File: src/design/front_coded_keyword_block_decoder_core_assert.svh
// Assertion macros for the keyword block decoder.
// Clocked on clock, disabled in reset; no other dependencies.
`ifndef FRONT_CODED_KEYWORD_BLOCK_DECODER_CORE_ASSERT_SVH
`define FRONT_CODED_KEYWORD_BLOCK_DECODER_CORE_ASSERT_SVH

// same-cycle implication
`define FCKBD_ASSERT_NOW(lbl, ante, cons) \
   lbl: assert property (@(posedge clock) disable iff (reset) (ante) |-> (cons)) \
      else $error("fckbd assertion failed");

// next-cycle implication
`define FCKBD_ASSERT_NEXT(lbl, ante, cons) \
   lbl: assert property (@(posedge clock) disable iff (reset) (ante) |=> (cons)) \
      else $error("fckbd assertion failed");

`endif

File: src/design/fckbd_pkg.sv
// Shared types and constants for the front-coded keyword block decoder.
// No dependencies.
package fckbd_pkg;

   localparam int STORE_DEPTH = 64;
   localparam int STORE_AW    = 6;

   localparam logic [3:0] OFF_VARINT_MAX = 4'd10;
   localparam logic [3:0] CNT_VARINT_MAX = 4'd5;

   localparam logic CSR_IDX_SKIP = 1'b0;
   localparam logic CSR_IDX_HINT = 1'b1;

   localparam logic KIND_BYTE   = 1'b0;
   localparam logic KIND_MARKER = 1'b1;

   typedef enum logic [3:0] {
      ST_HEADER,
      ST_MATCH,
      ST_DELTA,
      ST_OFFSET,
      ST_DOCS,
      ST_HITS,
      ST_HINT,
      ST_SKIP,
      ST_DONE,
      ST_PREP,
      ST_RD,
      ST_LD
   } state_type;

   typedef struct packed {
      logic clr_block;
      logic hdr_long;
      logic start_short;
      logic start_long;
      logic wr_delta;
      logic vi_shift;
      logic vi_clr;
      logic ld_offset;
      logic ld_docs;
      logic ld_hits;
      logic ld_hint;
      logic ld_skip;
      logic clr_skip;
      logic marker;
      logic marker_err;
      logic emit_init;
      logic emit_rd;
      logic emit_ld;
   } cmd_type;

   typedef struct packed {
      logic hdr_zero;
      logic hdr_short;
      logic short_too_long;
      logic match_too_long;
      logic delta_last;
      logic vi_done;
      logic vi_ovf_off;
      logic vi_ovf_cnt;
      logic hint_go;
      logic skip_go;
      logic word_empty;
      logic emit_last;
      logic out_free;
   } sts_type;

endpackage

File: src/design/fckbd_ram.sv
// Generic single-port-write, registered-read RAM.
// No dependencies.
module fckbd_ram #(
   parameter int WIDTH = 8,
   parameter int DEPTH = 64
) (
   input  logic                     clock,
   input  logic                     wr_en,
   input  logic [$clog2(DEPTH)-1:0] wr_addr,
   input  logic [WIDTH-1:0]         wr_data,
   input  logic                     rd_en,
   input  logic [$clog2(DEPTH)-1:0] rd_addr,
   output logic [WIDTH-1:0]         rd_data
);

   logic [WIDTH-1:0] mem_ff [DEPTH];
   logic [WIDTH-1:0] rd_data_ff;

   always_ff @(posedge clock) begin
      if (wr_en) begin
         mem_ff[wr_addr] <= wr_data;
      end
      if (rd_en) begin
         rd_data_ff <= mem_ff[rd_addr];
      end
   end

   assign rd_data = rd_data_ff;

endmodule

File: src/design/fckbd_ctrl.sv
// Parser and emission state machine of the keyword block decoder.
// Depends on fckbd_pkg; drives commands to fckbd_dpath.
module fckbd_ctrl (
   input  logic                clock,
   input  logic                reset,
   input  logic                req_valid,
   input  logic                req_block_start,
   output logic                req_stall,
   input  fckbd_pkg::sts_type  sts,
   output fckbd_pkg::cmd_type  cmd
);

   fckbd_pkg::state_type state_ff, state_in, phase;
   logic can_take, take;

   always_ff @(posedge clock) begin
      if (reset) begin
         state_ff <= fckbd_pkg::ST_DONE;
      end else begin
         state_ff <= state_in;
      end
   end

   always_comb begin
      state_in = state_ff;
      cmd      = '0;
      can_take = sts.out_free && (state_ff == fckbd_pkg::ST_HEADER ||
                 state_ff == fckbd_pkg::ST_MATCH || state_ff == fckbd_pkg::ST_DELTA ||
                 state_ff == fckbd_pkg::ST_OFFSET || state_ff == fckbd_pkg::ST_DOCS ||
                 state_ff == fckbd_pkg::ST_HITS || state_ff == fckbd_pkg::ST_HINT ||
                 state_ff == fckbd_pkg::ST_SKIP || state_ff == fckbd_pkg::ST_DONE);
      req_stall = !can_take;
      take      = req_valid && can_take;
      phase     = req_block_start ? fckbd_pkg::ST_HEADER : state_ff;

      if (take) begin
         cmd.clr_block = req_block_start;
         unique case (phase)
            fckbd_pkg::ST_HEADER: begin
               if (sts.hdr_zero) begin
                  cmd.marker = 1'b1;
                  state_in   = fckbd_pkg::ST_DONE;
               end else if (sts.hdr_short) begin
                  if (sts.short_too_long) begin
                     cmd.marker     = 1'b1;
                     cmd.marker_err = 1'b1;
                     state_in       = fckbd_pkg::ST_DONE;
                  end else begin
                     cmd.start_short = 1'b1;
                     state_in        = fckbd_pkg::ST_DELTA;
                  end
               end else begin
                  cmd.hdr_long = 1'b1;
                  state_in     = fckbd_pkg::ST_MATCH;
               end
            end
            fckbd_pkg::ST_MATCH: begin
               if (sts.match_too_long) begin
                  cmd.marker     = 1'b1;
                  cmd.marker_err = 1'b1;
                  state_in       = fckbd_pkg::ST_DONE;
               end else begin
                  cmd.start_long = 1'b1;
                  state_in       = fckbd_pkg::ST_DELTA;
               end
            end
            fckbd_pkg::ST_DELTA: begin
               cmd.wr_delta = 1'b1;
               if (sts.delta_last) begin
                  cmd.vi_clr = 1'b1;
                  state_in   = fckbd_pkg::ST_OFFSET;
               end
            end
            fckbd_pkg::ST_OFFSET, fckbd_pkg::ST_DOCS,
            fckbd_pkg::ST_HITS, fckbd_pkg::ST_SKIP: begin
               if (sts.vi_done) begin
                  cmd.vi_clr = 1'b1;
                  unique case (phase)
                     fckbd_pkg::ST_OFFSET: begin
                        cmd.ld_offset = 1'b1;
                        state_in      = fckbd_pkg::ST_DOCS;
                     end
                     fckbd_pkg::ST_DOCS: begin
                        cmd.ld_docs = 1'b1;
                        state_in    = fckbd_pkg::ST_HITS;
                     end
                     fckbd_pkg::ST_HITS: begin
                        cmd.ld_hits = 1'b1;
                        if (sts.hint_go) begin
                           state_in = fckbd_pkg::ST_HINT;
                        end else if (sts.skip_go) begin
                           state_in = fckbd_pkg::ST_SKIP;
                        end else begin
                           cmd.clr_skip  = 1'b1;
                           cmd.emit_init = 1'b1;
                           state_in = sts.word_empty ? fckbd_pkg::ST_HEADER
                                                     : fckbd_pkg::ST_PREP;
                        end
                     end
                     default: begin
                        cmd.ld_skip   = 1'b1;
                        cmd.emit_init = 1'b1;
                        state_in = sts.word_empty ? fckbd_pkg::ST_HEADER
                                                  : fckbd_pkg::ST_PREP;
                     end
                  endcase
               end else if ((phase == fckbd_pkg::ST_DOCS || phase == fckbd_pkg::ST_HITS)
                            ? sts.vi_ovf_cnt : sts.vi_ovf_off) begin
                  cmd.marker     = 1'b1;
                  cmd.marker_err = 1'b1;
                  state_in       = fckbd_pkg::ST_DONE;
               end else begin
                  cmd.vi_shift = 1'b1;
               end
            end
            fckbd_pkg::ST_HINT: begin
               cmd.ld_hint = 1'b1;
               if (sts.skip_go) begin
                  cmd.vi_clr = 1'b1;
                  state_in   = fckbd_pkg::ST_SKIP;
               end else begin
                  cmd.clr_skip  = 1'b1;
                  cmd.emit_init = 1'b1;
                  state_in = sts.word_empty ? fckbd_pkg::ST_HEADER : fckbd_pkg::ST_PREP;
               end
            end
            default: begin
               // idle: byte dropped
            end
         endcase
      end else begin
         unique case (state_ff)
            fckbd_pkg::ST_PREP: state_in = fckbd_pkg::ST_RD;
            fckbd_pkg::ST_RD: begin
               cmd.emit_rd = 1'b1;
               state_in    = fckbd_pkg::ST_LD;
            end
            fckbd_pkg::ST_LD: begin
               if (sts.out_free) begin
                  cmd.emit_ld = 1'b1;
                  state_in = sts.emit_last ? fckbd_pkg::ST_HEADER : fckbd_pkg::ST_RD;
               end
            end
            default: begin
            end
         endcase
      end
   end

endmodule

File: src/design/fckbd_dpath.sv
// Datapath: word store, entry registers, varint accumulator, hint and output register.
// Depends on fckbd_pkg and fckbd_ram; commanded by fckbd_ctrl.
module fckbd_dpath #(
   parameter int MAX_WORD_BYTES = 64
) (
   input  logic               clock,
   input  logic               reset,
   input  logic [7:0]         data_byte,
   input  logic [30:0]        skip_size,
   input  logic [30:0]        hint_thr,
   input  fckbd_pkg::cmd_type cmd,
   output fckbd_pkg::sts_type sts,
   input  logic               rsp_stall,
   output logic               rsp_valid,
   output logic               rsp_kind,
   output logic [5:0]         rsp_byte_pos,
   output logic [7:0]         rsp_word_byte,
   output logic [6:0]         rsp_word_len,
   output logic [63:0]        rsp_doclist_offset,
   output logic [31:0]        rsp_doc_count,
   output logic [31:0]        rsp_hit_count,
   output logic [30:0]        rsp_doclist_hint,
   output logic [63:0]        rsp_skiplist_offset,
   output logic               rsp_last,
   output logic               rsp_format_error
);

   localparam logic [8:0] MaxLen = 9'(MAX_WORD_BYTES);

   logic [fckbd_pkg::STORE_DEPTH-1:0] valid_ff;
   logic                               rd_valid_ff;
   logic [7:0]  rd_data;
   logic [6:0]  cur_len_ff;
   logic [7:0]  delta_ff;
   logic [63:0] acc_ff;
   logic [3:0]  vbytes_ff;
   logic [63:0] offset_ff;
   logic [31:0] docs_ff;
   logic [31:0] hits_ff;
   logic [7:0]  hbyte_ff;
   logic [63:0] skip_ff;
   logic [39:0] prod_ff;
   logic [30:0] hint_ff;
   logic [6:0]  k_ff;

   logic        out_valid_ff;
   logic        out_kind_ff, out_last_ff, out_err_ff;
   logic [5:0]  out_pos_ff;
   logic [7:0]  out_byte_ff;
   logic [6:0]  out_len_ff;
   logic [63:0] out_off_ff, out_skip_ff;
   logic [31:0] out_docs_ff, out_hits_ff;
   logic [30:0] out_hint_ff;

   logic [63:0] vi_next;
   logic [3:0]  vbytes_inc;
   logic [34:0] hint_small, hint_big, hint_raw;
   logic [30:0] hint_in;

   assign vi_next    = {acc_ff[56:0], data_byte[6:0]};
   assign vbytes_inc = vbytes_ff + 4'd1;

   always_comb begin
      hint_small = {docs_ff, 3'b000};
      hint_big   = {1'b0, docs_ff, 2'b00} + {1'b0, prod_ff[39:6]};
      hint_raw   = (docs_ff < {1'b0, hint_thr}) ? hint_small : hint_big;
      hint_in    = (|hint_raw[34:31]) ? 31'h7FFF_FFFF : hint_raw[30:0];
   end

   always_comb begin
      sts.hdr_zero       = (data_byte == 8'd0);
      sts.hdr_short      = data_byte[7];
      sts.short_too_long = ({5'd0, data_byte[3:0]} + {6'd0, data_byte[6:4]} + 9'd1) > MaxLen;
      sts.match_too_long = ({1'b0, data_byte} + {1'b0, delta_ff}) > MaxLen;
      sts.delta_last     = (delta_ff == 8'd1);
      sts.vi_done        = !data_byte[7];
      sts.vi_ovf_off     = vbytes_inc >= fckbd_pkg::OFF_VARINT_MAX;
      sts.vi_ovf_cnt     = vbytes_inc >= fckbd_pkg::CNT_VARINT_MAX;
      sts.hint_go        = !docs_ff[31] && (docs_ff[30:0] >= hint_thr);
      sts.skip_go        = !docs_ff[31] && (docs_ff[30:0] > skip_size);
      sts.word_empty     = (cur_len_ff == 7'd0);
      sts.emit_last      = (k_ff == cur_len_ff - 7'd1);
      sts.out_free       = !out_valid_ff || !rsp_stall;
   end

   fckbd_ram #(
      .WIDTH (8),
      .DEPTH (fckbd_pkg::STORE_DEPTH)
   ) u_store (
      .clock   (clock),
      .wr_en   (cmd.wr_delta),
      .wr_addr (cur_len_ff[fckbd_pkg::STORE_AW-1:0]),
      .wr_data (data_byte),
      .rd_en   (cmd.emit_rd),
      .rd_addr (k_ff[fckbd_pkg::STORE_AW-1:0]),
      .rd_data (rd_data)
   );

   always_ff @(posedge clock) begin
      if (reset) begin
         valid_ff   <= '0;
         cur_len_ff <= '0;
         delta_ff   <= '0;
         acc_ff     <= '0;
         vbytes_ff  <= '0;
         hbyte_ff   <= '0;
         offset_ff  <= '0;
         docs_ff    <= '0;
         hits_ff    <= '0;
         k_ff       <= '0;
      end else begin
         if (cmd.clr_block) begin
            valid_ff   <= '0;
            cur_len_ff <= '0;
            delta_ff   <= '0;
            acc_ff     <= '0;
            vbytes_ff  <= '0;
            hbyte_ff   <= '0;
         end
         if (cmd.hdr_long) begin
            delta_ff <= {1'b0, data_byte[6:0]};
         end
         if (cmd.start_short) begin
            delta_ff   <= {5'd0, data_byte[6:4]} + 8'd1;
            cur_len_ff <= {3'd0, data_byte[3:0]};
         end
         if (cmd.start_long) begin
            cur_len_ff <= data_byte[6:0];
         end
         if (cmd.wr_delta) begin
            valid_ff[cur_len_ff[fckbd_pkg::STORE_AW-1:0]] <= 1'b1;
            cur_len_ff <= cur_len_ff + 7'd1;
            delta_ff   <= delta_ff - 8'd1;
         end
         if (cmd.vi_shift) begin
            acc_ff    <= vi_next;
            vbytes_ff <= vbytes_inc;
         end
         if (cmd.vi_clr || cmd.marker) begin
            acc_ff    <= '0;
            vbytes_ff <= '0;
         end
         if (cmd.marker) begin
            cur_len_ff <= '0;
         end
         if (cmd.ld_offset) begin
            offset_ff <= vi_next;
         end
         if (cmd.ld_docs) begin
            docs_ff <= vi_next[31:0];
         end
         if (cmd.ld_hits) begin
            hits_ff  <= vi_next[31:0];
            hbyte_ff <= '0;
         end
         if (cmd.ld_hint) begin
            hbyte_ff <= data_byte;
         end
         if (cmd.emit_init) begin
            k_ff <= '0;
         end
         if (cmd.emit_ld) begin
            k_ff <= k_ff + 7'd1;
         end
      end
   end

   always_ff @(posedge clock) begin
      prod_ff <= docs_ff * hbyte_ff;
      if (cmd.ld_skip) begin
         skip_ff <= vi_next;
      end
      if (cmd.clr_skip) begin
         skip_ff <= '0;
      end
      if (cmd.emit_rd) begin
         hint_ff     <= hint_in;
         rd_valid_ff <= valid_ff[k_ff[fckbd_pkg::STORE_AW-1:0]];
      end
   end

   always_ff @(posedge clock) begin
      if (reset) begin
         out_valid_ff <= 1'b0;
      end else if (cmd.marker || cmd.emit_ld) begin
         out_valid_ff <= 1'b1;
      end else if (!rsp_stall) begin
         out_valid_ff <= 1'b0;
      end
   end

   always_ff @(posedge clock) begin
      if (cmd.marker) begin
         out_kind_ff <= fckbd_pkg::KIND_MARKER;
         out_last_ff <= 1'b1;
         out_err_ff  <= cmd.marker_err;
         out_pos_ff  <= '0;
         out_byte_ff <= '0;
         out_len_ff  <= '0;
         out_off_ff  <= '0;
         out_docs_ff <= '0;
         out_hits_ff <= '0;
         out_hint_ff <= '0;
         out_skip_ff <= '0;
      end else if (cmd.emit_ld) begin
         out_kind_ff <= fckbd_pkg::KIND_BYTE;
         out_last_ff <= sts.emit_last;
         out_err_ff  <= 1'b0;
         out_pos_ff  <= k_ff[5:0];
         out_byte_ff <= rd_valid_ff ? rd_data : 8'd0;
         out_len_ff  <= cur_len_ff;
         out_off_ff  <= offset_ff;
         out_docs_ff <= docs_ff;
         out_hits_ff <= hits_ff;
         out_hint_ff <= hint_ff;
         out_skip_ff <= skip_ff;
      end
   end

   assign rsp_valid           = out_valid_ff;
   assign rsp_kind            = out_kind_ff;
   assign rsp_byte_pos        = out_pos_ff;
   assign rsp_word_byte       = out_byte_ff;
   assign rsp_word_len        = out_len_ff;
   assign rsp_doclist_offset  = out_off_ff;
   assign rsp_doc_count       = out_docs_ff;
   assign rsp_hit_count       = out_hits_ff;
   assign rsp_doclist_hint    = out_hint_ff;
   assign rsp_skiplist_offset = out_skip_ff;
   assign rsp_last            = out_last_ff;
   assign rsp_format_error    = out_err_ff;

endmodule

File: src/design/front_coded_keyword_block_decoder_core.sv
// The first keyword byte of an entry is presented after the byte that completes the
// entry is accepted, once the controller has passed ST_PREP, ST_RD and ST_LD.
// Throughput: one stream byte per cycle while parsing unless a stalled response holds
// the output; the input stalls while a word is emitted via ST_RD and ST_LD per byte.
// Reset (synchronous): parser idle until a block start byte, word store reads as zero,
// registers back to 128 and 256. No clearing pass.
module front_coded_keyword_block_decoder_core #(
   parameter int MAX_WORD_BYTES = 64
) (
   input  logic        clock,
   input  logic        reset,
   input  logic        req_valid,
   output logic        req_stall,
   input  logic [7:0]  req_data_byte,
   input  logic        req_block_start,
   output logic        rsp_valid,
   input  logic        rsp_stall,
   output logic        rsp_kind,
   output logic [5:0]  rsp_byte_pos,
   output logic [7:0]  rsp_word_byte,
   output logic [6:0]  rsp_word_len,
   output logic [63:0] rsp_doclist_offset,
   output logic [31:0] rsp_doc_count,
   output logic [31:0] rsp_hit_count,
   output logic [30:0] rsp_doclist_hint,
   output logic [63:0] rsp_skiplist_offset,
   output logic        rsp_last,
   output logic        rsp_format_error,
   input  logic        psel,
   input  logic        penable,
   input  logic        pwrite,
   input  logic [2:0]  paddr,
   input  logic [31:0] pwdata,
   output logic [31:0] prdata,
   output logic        pready
);

   `include "front_coded_keyword_block_decoder_core_assert.svh"

   logic [30:0] skip_size_ff, hint_thr_ff;
   logic        csr_wr;
   fckbd_pkg::cmd_type cmd;
   fckbd_pkg::sts_type sts;

   assign pready = 1'b1;
   assign csr_wr = psel && penable && pwrite;

   always_ff @(posedge clock) begin
      if (reset) begin
         skip_size_ff <= 31'd128;
         hint_thr_ff  <= 31'd256;
      end else if (csr_wr) begin
         if (paddr[2] == fckbd_pkg::CSR_IDX_SKIP) begin
            skip_size_ff <= pwdata[30:0];
         end else begin
            hint_thr_ff <= pwdata[30:0];
         end
      end
   end

   assign prdata = (paddr[2] == fckbd_pkg::CSR_IDX_SKIP) ? {1'b0, skip_size_ff}
                                                          : {1'b0, hint_thr_ff};

   fckbd_ctrl u_ctrl (
      .clock           (clock),
      .reset           (reset),
      .req_valid       (req_valid),
      .req_block_start (req_block_start),
      .req_stall       (req_stall),
      .sts             (sts),
      .cmd             (cmd)
   );

   fckbd_dpath #(
      .MAX_WORD_BYTES (MAX_WORD_BYTES)
   ) u_dpath (
      .clock               (clock),
      .reset               (reset),
      .data_byte           (req_data_byte),
      .skip_size           (skip_size_ff),
      .hint_thr            (hint_thr_ff),
      .cmd                 (cmd),
      .sts                 (sts),
      .rsp_stall           (rsp_stall),
      .rsp_valid           (rsp_valid),
      .rsp_kind            (rsp_kind),
      .rsp_byte_pos        (rsp_byte_pos),
      .rsp_word_byte       (rsp_word_byte),
      .rsp_word_len        (rsp_word_len),
      .rsp_doclist_offset  (rsp_doclist_offset),
      .rsp_doc_count       (rsp_doc_count),
      .rsp_hit_count       (rsp_hit_count),
      .rsp_doclist_hint    (rsp_doclist_hint),
      .rsp_skiplist_offset (rsp_skiplist_offset),
      .rsp_last            (rsp_last),
      .rsp_format_error    (rsp_format_error)
   );

   `FCKBD_ASSERT_NOW(a_marker_last, rsp_valid && rsp_kind, rsp_last)
   `FCKBD_ASSERT_NOW(a_err_is_marker, rsp_valid && rsp_format_error, rsp_kind)
   `FCKBD_ASSERT_NOW(a_last_pos, rsp_valid && !rsp_kind && rsp_last,
                     (rsp_byte_pos + 6'd1) == rsp_word_len[5:0])
   `FCKBD_ASSERT_NEXT(a_rsp_hold, rsp_valid && rsp_stall,
                      rsp_valid && $stable(rsp_byte_pos) && $stable(rsp_word_byte))

endmodule

File: config.mk
export PLATFORM = sky130hd
export DESIGN_NAME = front_coded_keyword_block_decoder_core
export DESIGN_NICKNAME = d
export VERILOG_FILES = /design/src/design/fckbd_pkg.sv /design/src/design/fckbd_ram.sv /design/src/design/fckbd_ctrl.sv /design/src/design/fckbd_dpath.sv /design/src/design/front_coded_keyword_block_decoder_core.sv
export VERILOG_INCLUDE_DIRS = /design/src /design/src/design
export SDC_FILE = /design/constraint.sdc
export NUM_CORES = 2
export LEC_CHECK = 0
export ABC_AREA = 1
export BUFFER_PORTS_ARGS = -buffer_cell sky130_fd_sc_hd__buf_2
export CAP_MARGIN = 0
export CORE_UTILIZATION = 60
export CTS_BUF_LIST = sky130_fd_sc_hd__clkbuf_4 sky130_fd_sc_hd__clkbuf_8
export DETAILED_ROUTE_END_ITERATION = 8
export PLACE_DENSITY = 0.78
export SETUP_SLACK_MARGIN = 0.3
export SYNTH_ARGS = -nofsm -noshare
export SYNTH_HDL_FRONTEND = slang
export SYNTH_SLANG_ARGS = --single-unit
File: constraint.sdc
create_clock -name clock -period 11.3 [get_ports clock]
set_input_delay 2.26 -clock clock [delete_from_list [all_inputs] [get_ports clock]]
set_output_delay 2.26 -clock clock [all_outputs]
set_load 0.01 [all_outputs]
## Word level (Yosys, flattened, before mapping)

Memory sizes are Yosys's and may differ from the RTL's. A register that Yosys moved wholly into a read port is not among the register bits.
Cells that the tools add are included.

| storage, ports and cells | value |
|---|---|
| input bits | 51 |
| logic and storage cells | 214 |
| output and inout bits | 282 |
| memories | 1 |
| memory bits (writable) | 512 |
| flip-flop bits (word level) | 733 |

| operators by class | value |
|---|---|
| magnitude comparators | 10 |
| add/subtract/negate cells | 10 |
| reduce and logical (&&, ||, !) cells | 43 |
| multiplexer cells | 93 |
| eq/ne operators | 25 |
| multiply operators | 1 |
| bitwise logic cells | 2 |

Memories:

| name | depth | width | rd ports | clocked after Yosys merged registers in | wr ports | RTL line | RTL |
|---|---|---|---|---|---|---|---|
| u_dpath.u_store.mem_ff | 64 | 8 | 1 | 1 | 1 | fckbd_ram.sv:16 | `logic [WIDTH-1:0] mem_ff [DEPTH];` |

Operators by type and width:

| operator | count |
|---|---|
| $mux 64 | 3 |
| $mux 57 | 2 |
| $mux 4 | 17 |
| $or 64x64->64 | 1 |
| $mux 8 | 7 |
| $mux 7 | 6 |
| $mul 32x8->40 | 1 |
| $add 34x34->35 | 1 |
| $mux 1 | 35 |
| $mux 35 | 1 |
| $eq 4x3->1 const B | 8 |
| $lt 32x31->1 | 1 |
| $ge 31x31->1 | 1 |
| $gt 31x31->1 | 1 |
| $mux 31 | 1 |
| $pmux 4 s3 | 2 |
| $pmux 4 s5 | 1 |
| $gt 9x7->1 const B | 2 |
| $mux 2 | 9 |
| $eq 4x2->1 const B | 4 |
| $eq 4x4->1 const B | 4 |
| $mux 16 | 1 |
| $add 7x1->7 const B | 2 |
| $lt 6x7->1 const B | 2 |
| other kinds (39) | 71 |

## Longest topological paths before layout

| depth | value |
|---|---|
| depth in word-level cells | 16 |
| depth in mapped cells | 26 |
| depth with buffers taken out | 24 |

## Modules after synthesis

A second synthesis with hierarchy kept.

| second synthesis, totals | value |
|---|---|
| cells, all modules | 7,171 |
| area, all modules | 61,377.6 um^2 |

Modules (own cells, without submodules):

| module | cells an instance | times used | seq. area each (um^2) | area an instance (um^2) |
|---|---|---|---|---|
| fckbd_dpath | 4,719 | 1 | 13,563.0 | 36,133.4 |
| fckbd_ram | 1,822 | 1 | 15,615.0 | 21,371.7 |
| front_coded_keyword_block_decoder_core | 475 | 1 | 1,241.2 | 3,056.7 |
| fckbd_ctrl | 155 | 1 | 80.1 | 815.8 |

## Worst setup path after synthesis

No wires, ideal clock.

| timing | value |
|---|---|
| path kind | input to output |
| start point | input port paddr[2] |
| end point | output port prdata[10] |
| buffers on the path | 2 |
| data required time | 9,040 ps |
| data arrival time | 2,971 ps |
| setup slack | 6,069 ps |
| cell stages on the path | 4 |
| cells stage by stage | clkbuf_1 clkbuf_1 nand2_1 o21ai_0 |

| on the way | value |
|---|---|
| longest elaborated chain between the ends | 1 |

Ends and longest elaborated chain:

| item | RTL line | RTL |
|---|---|---|
| start: declaration | front_coded_keyword_block_decoder_core.sv:32 | `input logic [2:0] paddr,` |
| $mux 31 | front_coded_keyword_block_decoder_core.sv:61 | `assign prdata = (paddr[2] == fckbd_pkg::CSR_IDX_SKIP) ? {1'b0, skip_size_ff}` |
| end: declaration | front_coded_keyword_block_decoder_core.sv:34 | `output logic [31:0] prdata,` |

No other way between the ends.

## Final worst setup path

| timing | value |
|---|---|
| start point | input port paddr[2] |
| end point | output port prdata[9] |

Same word-level chain as after synthesis.

==> flow_summary.json <==
{
  "cp-end-kind": "output pin",
  "crit_top_cell": "buf_2",
  "finalNetCount": 7593,
  "rsz0062_at_grt": "no",
  "clkSinkCount": 1247,
  "slowest_delay_ns": 0.74,
  "relSlewSlack_pct": 20.2,
  "worstReg2RegEnd": "u_dpath.prod_ff[32]",
  "synth_top_family_by_area": "compound AO/OA/AOI/OAI gates",
  "max_clock_freq_mhz": 169,
  "internal_power_uw": 7740,
  "crit_type": "in -> out",
  "grt.total_usage_pct": 33.8,
  "crit_slowest_cell": "buf_2",
  "synth-adder-area-share_pct": 9.38,
  "synth_seq_cells": 1247,
  "synth_compound_area_share_pct": 16.1,
  "h-tree-depth": 4,
  "dieArea_um2": 103000,
  "yosysWarnings": 0,
  "synth_area_leaders": "edfxtp_1 (27%), dfxtp_1 (23%), nand2_1 (7.7%), fa_1 (5.9%), o21ai_0 (5.9%)",
  "cts_buffers": 195,
  "clkPwrFrac_pct": 38.5,
  "combPwrFrac_pct": 13.3,
  "fp.dieH_um": 321,
  "synth_cell_types": 55,
  "rrSetupSlack_ns": 5.59,
  "netlist_area_um2": 61200,
  "peakVddDrop_uv": 143,
  "cp-start-kind": "input port",
  "synth.mux.area_fraction_pct": 0,
  "pwr-share-seq_pct": 48.3,
  "worstPathMaxFanout": 63,
  "outcome": "completed",
  "antenna_found_initial": 4,
  "port_buffers": 327,
  "endpoint": "prdata[9]",
  "syn_inst": 7017,
  "num_vias": 50100,
  "rows": 116,
  "areaGrowthSynthToFinish_pct": 10.5,
  "cts_resized": 0,
  "finalSetupViolations": 0,
  "post-route-min-period_ns": 5.91,
  "coreArea_um2": 101000,
  "slew_viol_final": 0,
  "drtIter0Drc": 5266,
  "crit_required_ns": 9.04,
  "ys_seq_area_share_pct": 49.9,
  "via_per_inst": 5.76,
  "grt_max_degree": 187,
  "hold_viol": 0,
  "die_x_um": 321,
  "critical_path_arrival_ns": 3.65,
  "yosys.area.top_type": "edfxtp_1",
  "synth_top_area_share_pct": 27.1,
  "leakagePower_uw": 0.0292,
  "worst_slew_pin_slew_ns": 1.20,
  "drive_gt1_share_pct": 13.1,
  "async_flop_share_pct": 0,
  "crit_path_start": "paddr[2]",
  "reg2reg_from": "u_dpath.docs_ff[9]",
  "grt_pass1_vias": 48200,
  "post-cts-setup-buffers": 0,
  "r2r_cells": 20,
  "grt_pass1_wl_um": 270000,
  "pin_count": 333,
  "cts.path.max_buffers": 3,
  "drtAntennaViolNets": 0,
  "switchingPower_uw": 2960,
  "cts-root-buf": "clkbuf_8",
  "cts.clk_slew.worst_paths_ns": 0.06,
  "drt-total-wl_um": 176000,
  "utilization_pct": 67.2,
  "hpwl_um": 114000,
  "cellPowerDensity_nw_per_um2": 158,
  "drc": 0,
  "crit_chain": "buf_2 -> o21ai_0 -> buf_2",
  "start_util_pct": 60.8,
  "drv_cap": 0,
  "ys.flop_type": "dfxtp_1",
  "hold_buffers": 0,
  "wire_per_inst_um": 20.2,
  "final.period_utilization_pct": 52.3,
  "finalPower_uw": 10700,
  "synthXorXnorAreaFrac_pct": 1.00,
  "hold_path.class": "reg -> reg",
  "synth_simple_gate_area_share_pct": 15.3,
  "synth.most_common_cell": "nand2_1",
  "insertion_delay_ns": 0.91,
  "synth_edf_count": 553,
  "cts_tree": "done",
  "finalSetupTns_ns": 0,
  "syn_area_per_cell_um2": 8.72,
  "synth_common_cells": "nand2_1 (1260), inv_1 (867), nor2_1 (720)",
  "drt-pass1-iter-count": 6,
  "switching_share_pct": 27.7,
  "gp_congestion": 0.975,
  "syn-num-nets": 7418,
  "skew_ns": 0.0535,
  "global_route.overflow_total": 0
}
cell type report:
| type | count | area [um2] |
|---|---|---|
| antenna | 1 | 2.50 |
| fill | 8117 | 33000 |
| inverter | 880 | 3330 |
| clock inverter | 49 | 538 |
| timing repair buffer | 395 | 2200 |
| multi-input combinational | 4473 | 25600 |
| tap | 1357 | 1700 |
| sequential | 1247 | 30500 |
| clock buffer | 308 | 3740 |
sequential cells by signal, indices dropped and copies added, names as in the netlist, 8 cells and up:
register,cells
u_dpath.u_store.mem_ff,512
u_dpath.offset_ff,64
u_dpath.rsp_doclist_offset,64
u_dpath.rsp_skiplist_offset,64
u_dpath.skip_ff,64
u_dpath.valid_ff,64
u_dpath.acc_ff,57
u_dpath.prod_ff,34
u_dpath.docs_ff,32
u_dpath.hits_ff,32
u_dpath.rsp_doc_count,32
u_dpath.rsp_hit_count,32
hint_thr_ff,31
skip_size_ff,31
u_dpath.hint_ff,31
u_dpath.rsp_doclist_hint,31
u_dpath.delta_ff,8
u_dpath.hbyte_ff,8
u_dpath.rsp_word_byte,8
u_dpath.u_store.rd_data,8
power by group through the flow:
stage                     combinational (uW)  sequential (uW)  clock, uW
final                                   1420             5160       4120
after global routing                    1550             5180       4350
after CTS                               1400             5160       4140
after detailed placement                1400             5250          0
after global placement                  1370             5240          0
after floorplan                          807             5280          0
placed cells by master (no fill, tap or decap), types with 33 or more instances in the layout:
cell type	count
buf_2	327
clkbuf_8	229
edfxtp_1	553
xor2_1	45
nand2_1	1257
fa_1	181
nand3_1	131
nor2_1	717
o21ai_0	717
ha_1	169
a21oi_2	151
nand4_1	33
a21oi_1	551
inv_1	863
clkbuf_4	79
o22ai_1	215
buf_4	64
or2_0	51
dfxtp_1	691
how the worst min path moves through the flow:
stage                        start  depth (start not counted)                   endpoint  slack, ns
3_5_place_dp      u_dpath.rsp_kind                          2           u_dpath.rsp_kind       0.45
3_3_place_gp      u_dpath.rsp_kind                          2           u_dpath.rsp_kind       0.44
5_1_grt         u_dpath.hits_ff[6]                          2   u_dpath.rsp_hit_count[6]       0.45
4_1_cts        u_dpath.hits_ff[22]                          2  u_dpath.rsp_hit_count[22]       0.45
6_report       u_dpath.hits_ff[22]                          2  u_dpath.rsp_hit_count[22]       0.45
2_1_floorplan  u_dpath.valid_ff[0]                          2        u_dpath.valid_ff[0]       0.44
through the flow:
stage                     setup slack (ns)  instances  cell area (um2)  hold slack [ns]
after floorplan                       6.07       7017            61200            0.442
after global placement                4.75       8352            63300            0.440
after detailed placement              4.74       8352            63300            0.445
after CTS                             5.42       8709            67600            0.451
after global routing                  5.27       8710            67600            0.454
final                                 5.39       8710            67600            0.451
critical path: cells and delay by family:
family,cells,cell delay [ns]
compound gates,1,0.38
buf+inv,2,0.98
logic make-up after synthesis:
logic type / after synthesis
buf+inv: 1297
xor+xnor: 70
simple gates: 2308
flops: 1247
other cells: 2
fa+ha+maj: 350
compound gates: 1743
layer usage:
metal  wire length, um  part of all wire [%]  GRT usage (%)  vias up
met5                15                0.0085              0        -
met3             16500                   9.4           6.35      474
met4              9230                   5.2           17.5        2
li1                  -                     -              -    23400
met1             68700                    39           43.6    23800
met2             81700                    46           54.1     2440
No activity file was read; power rests on OpenSTA's default activity.
